`src/hdl/acev_pkg.sv`:
```
// Shared types and constants for the axiom core coverage evaluator.
`default_nettype none
package acev_pkg;

    localparam int MAX_SENTENCES_DEF = 1024;
    localparam int KIND_W            = 2;
    localparam int SENT_W            = 10;
    localparam int COUNT_W           = 11;
    localparam logic [COUNT_W-1:0] SENT_COUNT_RST = 11'd1024;

    typedef enum logic [KIND_W-1:0] {
        KIND_START      = 2'd0,
        KIND_PREMISE    = 2'd1,
        KIND_CONCLUSION = 2'd2
    } t_kind;

endpackage
`default_nettype wire

```
`src/hdl/axiom_core_coverage_eval_unit.sv`:
```
// An accepted request is registered into stage one, then into the output registers behind o_valid.
// One request per cycle unless i_ready stalls; the mark memory read and row update are two stages.
// The last row write is forwarded so back-to-back requests on one row stay exact.
// Reset (synchronous, active low) clears counts, flags, pipeline valids and all row valid bits;
// a start request clears the evaluation at once, with no clearing pass.
`default_nettype none
module axiom_core_coverage_eval_unit
    import acev_pkg::*;
#(
    parameter int MAX_SENTENCES = MAX_SENTENCES_DEF
) (
    input  wire logic               i_clk,
    input  wire logic               i_rst_n,
    input  wire logic               i_cfg_we,
    input  wire logic [COUNT_W-1:0] i_cfg_wdata,
    input  wire logic               i_valid,
    output logic                    o_ready,
    input  wire logic [KIND_W-1:0]  i_kind,
    input  wire logic [SENT_W-1:0]  i_sentence,
    output logic                    o_valid,
    input  wire logic               i_ready,
    output logic      [COUNT_W-1:0] o_axiom_count,
    output logic      [COUNT_W-1:0] o_covered_count,
    output logic                    o_complete,
    output logic                    o_out_of_range
);

    localparam int IDX_W  = $clog2(MAX_SENTENCES);
    localparam int ROW_LG = (IDX_W < 5) ? IDX_W : ((IDX_W > 13) ? IDX_W - 8 : 5);
    localparam int ROW_W  = 1 << ROW_LG;
    localparam int RA_W   = (IDX_W - ROW_LG < 1) ? 1 : IDX_W - ROW_LG;
    localparam int LIM_W  = ($clog2(MAX_SENTENCES + 1) > COUNT_W) ?
                            $clog2(MAX_SENTENCES + 1) : COUNT_W;

    logic [COUNT_W-1:0] r_cfg;

    logic               r_s1_valid;
    logic [KIND_W-1:0]  r_s1_kind;
    logic [SENT_W-1:0]  r_s1_sent;

    logic               r_fwd_vld;
    logic [RA_W-1:0]    r_fwd_addr;
    logic [ROW_W-1:0]   r_fwd_data;

    logic [COUNT_W-1:0] r_ax;
    logic [COUNT_W-1:0] r_cov;
    logic               r_done;

    logic               r_out_valid;
    logic [COUNT_W-1:0] r_out_ax;
    logic [COUNT_W-1:0] r_out_cov;
    logic               r_out_done;
    logic               r_out_oor;

    logic               accept;
    logic               advance;
    logic               step;
    logic [IDX_W-1:0]   in_idx;
    logic [IDX_W-1:0]   s1_idx;
    logic [RA_W-1:0]    in_ra;
    logic [RA_W-1:0]    s1_ra;
    logic [ROW_LG-1:0]  s1_bit;
    logic [ROW_W-1:0]   rd_data;
    logic               chk_valid;
    logic [ROW_W-1:0]   row;
    logic [ROW_W-1:0]   row_set;
    logic [LIM_W-1:0]   limit;
    logic               is_mark;
    logic               is_start;
    logic               oor;
    logic               live;
    logic               fresh;
    logic               wr_en;
    logic [COUNT_W-1:0] n_ax;
    logic [COUNT_W-1:0] n_cov;
    logic               n_done;

    assign advance = !r_out_valid || i_ready;
    assign step    = r_s1_valid && advance;
    assign o_ready = !r_s1_valid || advance;
    assign accept  = i_valid && o_ready;

    assign in_idx = IDX_W'(i_sentence);
    assign s1_idx = IDX_W'(r_s1_sent);
    assign in_ra  = RA_W'(in_idx >> ROW_LG);
    assign s1_ra  = RA_W'(s1_idx >> ROW_LG);
    assign s1_bit = s1_idx[ROW_LG-1:0];

    acev_mark_mem #(
        .RA_W  (RA_W),
        .ROW_W (ROW_W)
    ) u_marks (
        .i_clk       (i_clk),
        .i_rst_n     (i_rst_n),
        .i_rd_en     (accept),
        .i_rd_addr   (in_ra),
        .o_rd_data   (rd_data),
        .i_chk_addr  (s1_ra),
        .o_chk_valid (chk_valid),
        .i_wr_en     (wr_en),
        .i_wr_addr   (s1_ra),
        .i_wr_data   (row_set),
        .i_clr       (step && is_start)
    );

    always_comb begin
        if (r_cfg == '0) begin
            limit = LIM_W'(1);
        end else if (LIM_W'(r_cfg) > LIM_W'(MAX_SENTENCES)) begin
            limit = LIM_W'(MAX_SENTENCES);
        end else begin
            limit = LIM_W'(r_cfg);
        end
    end

    always_comb begin
        if (!chk_valid) begin
            row = '0;
        end else if (r_fwd_vld && r_fwd_addr == s1_ra) begin
            row = r_fwd_data;
        end else begin
            row = rd_data;
        end
        row_set         = row;
        row_set[s1_bit] = 1'b1;
    end

    assign is_start = (r_s1_kind == KIND_START);
    assign is_mark  = (r_s1_kind == KIND_PREMISE) || (r_s1_kind == KIND_CONCLUSION);
    assign oor      = is_mark && (LIM_W'(r_s1_sent) >= limit);
    assign live     = is_mark && !oor && !r_done;
    assign fresh    = live && !row[s1_bit];
    assign wr_en    = step && fresh;

    always_comb begin
        n_ax   = r_ax;
        n_cov  = r_cov;
        n_done = r_done;
        if (is_start) begin
            n_ax   = '0;
            n_cov  = '0;
            n_done = 1'b0;
        end else if (live) begin
            if (fresh) begin
                n_cov = r_cov + COUNT_W'(1);
                if (r_s1_kind == KIND_PREMISE) begin
                    n_ax = r_ax + COUNT_W'(1);
                end
            end
            if (LIM_W'(n_cov) >= limit) begin
                n_done = 1'b1;
            end
        end
    end

    always_ff @(posedge i_clk) begin
        if (!i_rst_n) begin
            r_cfg <= SENT_COUNT_RST;
        end else if (i_cfg_we) begin
            r_cfg <= i_cfg_wdata;
        end
    end

    always_ff @(posedge i_clk) begin
        if (!i_rst_n) begin
            r_s1_valid  <= 1'b0;
            r_out_valid <= 1'b0;
            r_fwd_vld   <= 1'b0;
            r_ax        <= '0;
            r_cov       <= '0;
            r_done      <= 1'b0;
        end else begin
            if (accept) begin
                r_s1_valid <= 1'b1;
            end else if (advance) begin
                r_s1_valid <= 1'b0;
            end
            if (step) begin
                r_out_valid <= 1'b1;
                r_ax        <= n_ax;
                r_cov       <= n_cov;
                r_done      <= n_done;
            end else if (i_ready) begin
                r_out_valid <= 1'b0;
            end
            if (step && is_start) begin
                r_fwd_vld <= 1'b0;
            end else if (wr_en) begin
                r_fwd_vld <= 1'b1;
            end
        end
    end

    always_ff @(posedge i_clk) begin
        if (accept) begin
            r_s1_kind <= i_kind;
            r_s1_sent <= i_sentence;
        end
        if (wr_en) begin
            r_fwd_addr <= s1_ra;
            r_fwd_data <= row_set;
        end
        if (step) begin
            r_out_ax   <= n_ax;
            r_out_cov  <= n_cov;
            r_out_done <= n_done;
            r_out_oor  <= oor;
        end
    end

    assign o_valid         = r_out_valid;
    assign o_axiom_count   = r_out_ax;
    assign o_covered_count = r_out_cov;
    assign o_complete      = r_out_done;
    assign o_out_of_range  = r_out_oor;

endmodule
`default_nettype wire

```
`src/hdl/acev_mark_mem.sv`:
```
// Row-organized seen-mark memory with per-row valid bits for fast clearing.
`default_nettype none
module acev_mark_mem #(
    parameter int RA_W  = 5,
    parameter int ROW_W = 32
) (
    input  wire logic             i_clk,
    input  wire logic             i_rst_n,
    input  wire logic             i_rd_en,
    input  wire logic [RA_W-1:0]  i_rd_addr,
    output logic      [ROW_W-1:0] o_rd_data,
    input  wire logic [RA_W-1:0]  i_chk_addr,
    output logic                  o_chk_valid,
    input  wire logic             i_wr_en,
    input  wire logic [RA_W-1:0]  i_wr_addr,
    input  wire logic [ROW_W-1:0] i_wr_data,
    input  wire logic             i_clr
);

    localparam int ROWS = 1 << RA_W;

    logic [ROW_W-1:0] r_mem [ROWS];
    logic [ROW_W-1:0] r_rd_data;
    logic [ROWS-1:0]  r_row_vld;

    always_ff @(posedge i_clk) begin
        if (i_wr_en) begin
            r_mem[i_wr_addr] <= i_wr_data;
        end
        if (i_rd_en) begin
            r_rd_data <= r_mem[i_rd_addr];
        end
    end

    always_ff @(posedge i_clk) begin
        if (!i_rst_n) begin
            r_row_vld <= '0;
        end else if (i_clr) begin
            r_row_vld <= '0;
        end else if (i_wr_en) begin
            r_row_vld[i_wr_addr] <= 1'b1;
        end
    end

    assign o_rd_data   = r_rd_data;
    assign o_chk_valid = r_row_vld[i_chk_addr];

endmodule
`default_nettype wire

```
`config.mk`:
```
export PLATFORM = sky130hd
export DESIGN_NAME = axiom_core_coverage_eval_unit
export DESIGN_NICKNAME = d
export VERILOG_FILES = /design/src/hdl/acev_pkg.sv /design/src/hdl/axiom_core_coverage_eval_unit.sv /design/src/hdl/acev_mark_mem.sv
export SDC_FILE = /design/constraint.sdc
export NUM_CORES = 1
export LEC_CHECK = 0
export ABC_AREA = 0
export BUFFER_PORTS_ARGS = -buffer_cell sky130_fd_sc_hd__buf_2
export CORE_UTILIZATION = 38
export DETAILED_ROUTE_END_ITERATION = 7
export SLEW_MARGIN = 10
export SYNTH_ARGS = -nofsm -noshare
export SYNTH_HDL_FRONTEND = slang
export SYNTH_HIERARCHICAL = 1
export SYNTH_SLANG_ARGS = --single-unit
export TNS_END_PERCENT = 100
```
`constraint.sdc`:
```
create_clock -name i_clk -period 20.4 [get_ports i_clk]
set_input_delay 6.12 -clock i_clk [delete_from_list [all_inputs] [get_ports i_clk]]
set_output_delay 6.12 -clock i_clk [all_outputs]
set_load 0.005 [all_outputs]
```
**Word level (Yosys, flattened, before mapping)**

Memory sizes are Yosys's and may differ from the RTL's. A register that Yosys moved wholly into a read port is not among the register bits.
Cells that the tools add are included.

- Magnitude comparators: 7
- Reductions and logical operators: 24
- Equality and inequality tests: 3
- Muxes and demuxes: 30
- Bitwise gates (word level): 3
- $add $sub $neg: 2

Operators with widths:

| kind | number |
|---|---|
| 2-to-1 mux 11 bit | 11 |
| 2-to-1 mux 32 bit | 2 |
| bitwise OR 32 bit | 2 |
| adder 11 x 1 -> 11 bit (second input constant) | 2 |
| 2-to-1 mux 1 bit | 13 |
| < comparator 5 x 6 -> 1 bit (second input constant) | 2 |
| >= comparator 10 x 11 -> 1 bit | 1 |
| >= comparator 11 bit | 1 |
| > comparator 11 bit (second input constant) | 1 |
| logical AND 1 bit | 11 |
| logical NOT 11 bit | 1 |
| binary-select mux 1 bit (select 5 bit) | 2 |
| demux 1 bit (select 5 bit) | 2 |
| >= comparator 5 x 1 -> 1 bit (second input constant) | 2 |
| == test 5 bit | 1 |
| logical NOT 1 bit | 5 |
| nonzero test 2 bit | 2 |
| logical OR 1 bit | 3 |
| == test 2 x 1 -> 1 bit (second input constant) | 1 |
| == test 2 bit (second input constant) | 1 |
| logical NOT 2 bit | 1 |
| OR reduction 2 bit | 1 |
| NOT 1 bit | 1 |

- Output and inout bits: 26
- Memories: 1
- RAM bits: 1024
- Register bits: 142

Memories:

| name | words | width | read ports | clocked after Yosys merged registers in | wr ports | line | RTL |
|---|---|---|---|---|---|---|---|
| u_marks.r_mem | 32 | 32 | 1 | 1 | 1 | acev_mark_mem.sv:22 | `logic [ROW_W-1:0] r_mem [ROWS];` |

**Depth between registers and ports, before layout**

- Depth after elaboration: 16
- Gate-level depth with buffers: 26
- Mapped depth without buffers: 23

**Cells and area by module**

Netlist, hierarchy kept.

By module, submodules not included:

| module | cells each | times used | area each (µm²) | sequential area each (µm²) |
|---|---|---|---|---|
| acev_mark_mem | 2370 | 1 | 42014.0 | 32351.0 |
| axiom_core_coverage_eval_unit | 687 | 1 | 6688.9 | 2932.8 |

**Worst setup path before layout**

Ideal clock, no wire load.

- Path type: input port to output port
- Start: in i_ready
- End: out o_ready
- Stages: 2
- Buffers on the path: 0
- Arrival: 6.386 ns
- Data required time: 14.280 ns
- Path slack: 7.894 ns
- Cell sequence: nor2b_1 -> nand2_1

- Word-level cells in the longest chain between the ends: 2

Ends and longest elaborated chain:

| item | line | RTL |
|---|---|---|
| start, declared | axiom_core_coverage_eval_unit.sv:21 | `input wire logic i_ready,` |
| logical OR 1 bit | axiom_core_coverage_eval_unit.sv:78 | `assign advance = !r_out_valid \|\| i_ready;` |
| logical OR 1 bit | axiom_core_coverage_eval_unit.sv:80 | `assign o_ready = !r_s1_valid \|\| advance;` |
| end, declared | axiom_core_coverage_eval_unit.sv:17 | `output logic o_ready,` |

No other way between the ends.

**Worst setup path after layout**

Same ends and word-level chain as after synthesis.

==> impl_metrics.tcl <==
set metrics [dict create \
    final_critical_path_setup_slack_ns 7.57 \
    vias 27700 \
    number_of_global_route_vias_before_repair 27000 \
    finalNetCount 3189 \
    most_common_cell_in_the_synthesized_netlist "edfxtp_1" \
    critical_path.slowest_cell "nor2b_1" \
    crit_start "i_ready" \
    holdBufCountCts 0 \
    timing.max_slew.rel_slack_pct 16.9 \
    post-place-ws_ns 7.57 \
    rsz0062_at_grt "false" \
    max-vdd-ir-drop_mv 0.0767 \
    wirelength_um 129000 \
    critical_path_arrival_ns 6.71 \
    detailedRoute.firstPassIterationCount 7 \
    final_max_slew_viols 0 \
    htreeDepth 3 \
    cts_tree "done" \
    cp_data_required_time_ns 14.28 \
    post_route_cells_drive_above_1_share_pct 12.4 \
    synthCells 3057 \
    leakagePower_nw 19.2 \
    critPathLaunchType "input port" \
    gp_weighted_congestion 0.832 \
    fmax_mhz 77.9 \
    final_min_period_over_clock_period_pct 62.9 \
    outcome "finished clean" \
    grt_first_pass_wirelength_um 185000 \
    worstSkewPairLatency_ns 0.71 \
    maxCapViolations 0 \
    synth_top_area_share_pct 69.6 \
    areaGrowthSynthToFinish_pct 13.0 \
    ctsLongestPathBuffers 3 \
    floorplan.rows 130 \
    antenna_cells 0 \
    fp.coreArea_sq_um 126000 \
    slowest_stage_delay_on_critical_path_ns 0.24 \
    overall_routing_resource_usage_pct 19.5 \
    critical-path-top-delay-family "simple AND/OR/NAND/NOR gates" \
    timing.final.hold_violations 0 \
    post_drt_wl_per_cell_um 26.4 \
    die_width_um 360 \
    crit_chain "buf_2 -> nor2b_1 -> nand2_1 -> buf_2" \
    final_setup_fails 0 \
    number_of_clock_sinks 1198 \
    clk_pin_slew_worst_paths_ns 0.06 \
    synthArstFlopShare_pct 0 \
    chipHeight_um 360 \
    grt_start_max_net_pins 123 \
    start_util_pct 38.5 \
    timing_worst_slew_pin_value_ns 1.25 \
    min-delay-start "u_marks/r_row_vld[19]" \
    gates_resized_cts_repair 0 \
    timing.critical_path.fanout_max 4 \
    i_o_pins 54 \
    antenna_found_initial 2 \
    synth_edf_count 1129 \
    postSynthRegisterBits 1198 \
    r2r_start "r_s1_sent[7]" \
    drt_first_iter_violations 2670 \
    critical_path_most_common_cell "buf_2" \
    floorplan.die_area_sq_um 130000 \
    timing_worst_setup_path_type "in2out" \
    syn_area_sq_um 48700 \
    setup_total_negative_slack_ns 0 \
    timing.clock.skew_ns 0.0269 \
    avgSynthCellArea_sq_um 15.9 \
    final.min_clock_period_ns 12.83 \
    port_buffers 53 \
    route.antenna.remaining_nets 0 \
    synth.lib_cells_used.distinct 88 \
    endpoint_kind "primary output" \
    ys.warnings.count 6 \
    ys_top_cells_by_count "edfxtp_1, mux2i_1, nand2_1, nand3_1, a21oi_1" \
    yosysSeqAreaShare_pct 72.4 \
    largest_cells_by_area_after_synthesis "edfxtp_1, mux2i_1, dfxtp_1, a22oi_1, nand3_1" \
    worst_slack_on_hold_paths_ns 0.466 \
    cts_made_buffers 119 \
    post_cts_buffers 0 \
    power_density_nw_per_um2 95.0 \
    finish.utilization_pct 43.5 \
    dp.final_hpwl_um 66900 \
    hold_class "reg2reg" \
    postSynthNetCount 3110 \
    overflow 0 \
    worstPathBufferInverterCount 2 \
    avgViaCountPerCell 5.66 \
    yosys_most_used_dff "edfxtp_1" \
    cts_root_buffer "clkbuf_16" \
    post-route-drc-count 0 \
    synth_largest_area_cell "edfxtp_1" \
]
-- through the flow --
stage / instances / cell area (sq um) / power, W
floorplan: 3057 / 48700 / 0.00302
global placement: 4665 / 51200 / 0.00313
detailed placement: 4665 / 51200 / 0.00314
CTS: 4887 / 55000 / 0.00526
global route: 4887 / 55000 / 0.00538
finish: 4887 / 55000 / 0.00523
-- worst paths after layout --
kind	to	slack (ns)	cells after the start
worst max-delay path	o_ready	7.57	4
worst min-delay path	u_marks/r_row_vld[19]	0.47	1
worst max register to register	u_marks/r_mem[15][24]	12.47	17
worst min register to register	u_marks/r_row_vld[19]	0.47	1
-- layout make-up --
| cell class | instances | area, sq um |
|---|---|---|
| Sequential cell | 1198 | 35300 |
| Fill cell | 11000 | 71300 |
| Clock inverter | 67 | 599 |
| Multi-Input combinational cell | 1667 | 12900 |
| Inverter | 15 | 56.3 |
| Tap cell | 1650 | 2060 |
| Clock buffer | 155 | 3200 |
| Timing Repair Buffer | 135 | 916 |
-- metal layers --
layer	GRT usage [%]	vias to the layer above	share of wire, %
li1	-	12200	-
met1	25.8	14400	43
met2	32.8	927	49
met3	2.95	182	6.0
met4	6.16	0	2.7
met5	0	-	0
-- flip-flops by register name, indices dropped and copies added, names as in the netlist, 2 cells and up --
signal,flops
r_cov,11
u_marks/r_mem,1024
o_axiom_count,11
o_covered_count,11
r_ax,11
r_cfg,11
u_marks/o_rd_data,32
u_marks/r_row_vld,32
r_fwd_addr,5
r_s1_sent,10
r_fwd_data,32
r_s1_kind,2
-- cells by family after synthesis --
group                      synth area share, %
AOI/OAI and AO/OA                         6.51
xor gates and xnor gates                 0.324
adders and majority gates                0.642
muxes                                     11.9
buffers and inverters                     2.10
and+or+nand+nor                           6.05
DFF                                       72.4
-- worst register-to-register path, delay by kind of cell, from the launching register on --
kind | cells | cell delay (ns)
buf+inv | 5 | 2.16
compound gates | 5 | 1.38
simple gates | 7 | 3.36
flops | 1 | 0.65
-- report_power, final --
| group | switching [W] | internal, W | leakage, nW | total (W) |
|---|---|---|---|---|
| Clock | 0.000917 | 0.00123 | 1.86 | 0.00214 |
| Combinational | 0.000220 | 0.0000977 | 6.40 | 0.000318 |
| Sequential | 0.0000206 | 0.00275 | 10.9 | 0.00277 |
| Total | 0.00116 | 0.00407 | 19.2 | 0.00523 |
-- placed cells by master (no fill, tap or decap), types with 12 or more instances in the layout --
master / n
nor2_4: 33
ha_1: 25
o21ai_0: 13
clkinv_1: 27
dfxtp_1: 69
nand3b_1: 12
and2_1: 23
edfxtp_1: 1129
clkinv_2: 22
o22ai_2: 18
nor2b_1: 16
mux2i_1: 568
a31oi_1: 38
a22oi_1: 101
nand3_1: 147
nand2_1: 174
clkbuf_1: 30
nand4_1: 13
nor3_1: 41
buf_4: 80
buf_2: 52
xnor2_1: 12
inv_1: 13
clkbuf_16: 121
a21oi_1: 122
nor2_1: 52
o21a_1: 38
a22o_1: 64
Note: power is estimated with default switching activity, not from simulation.
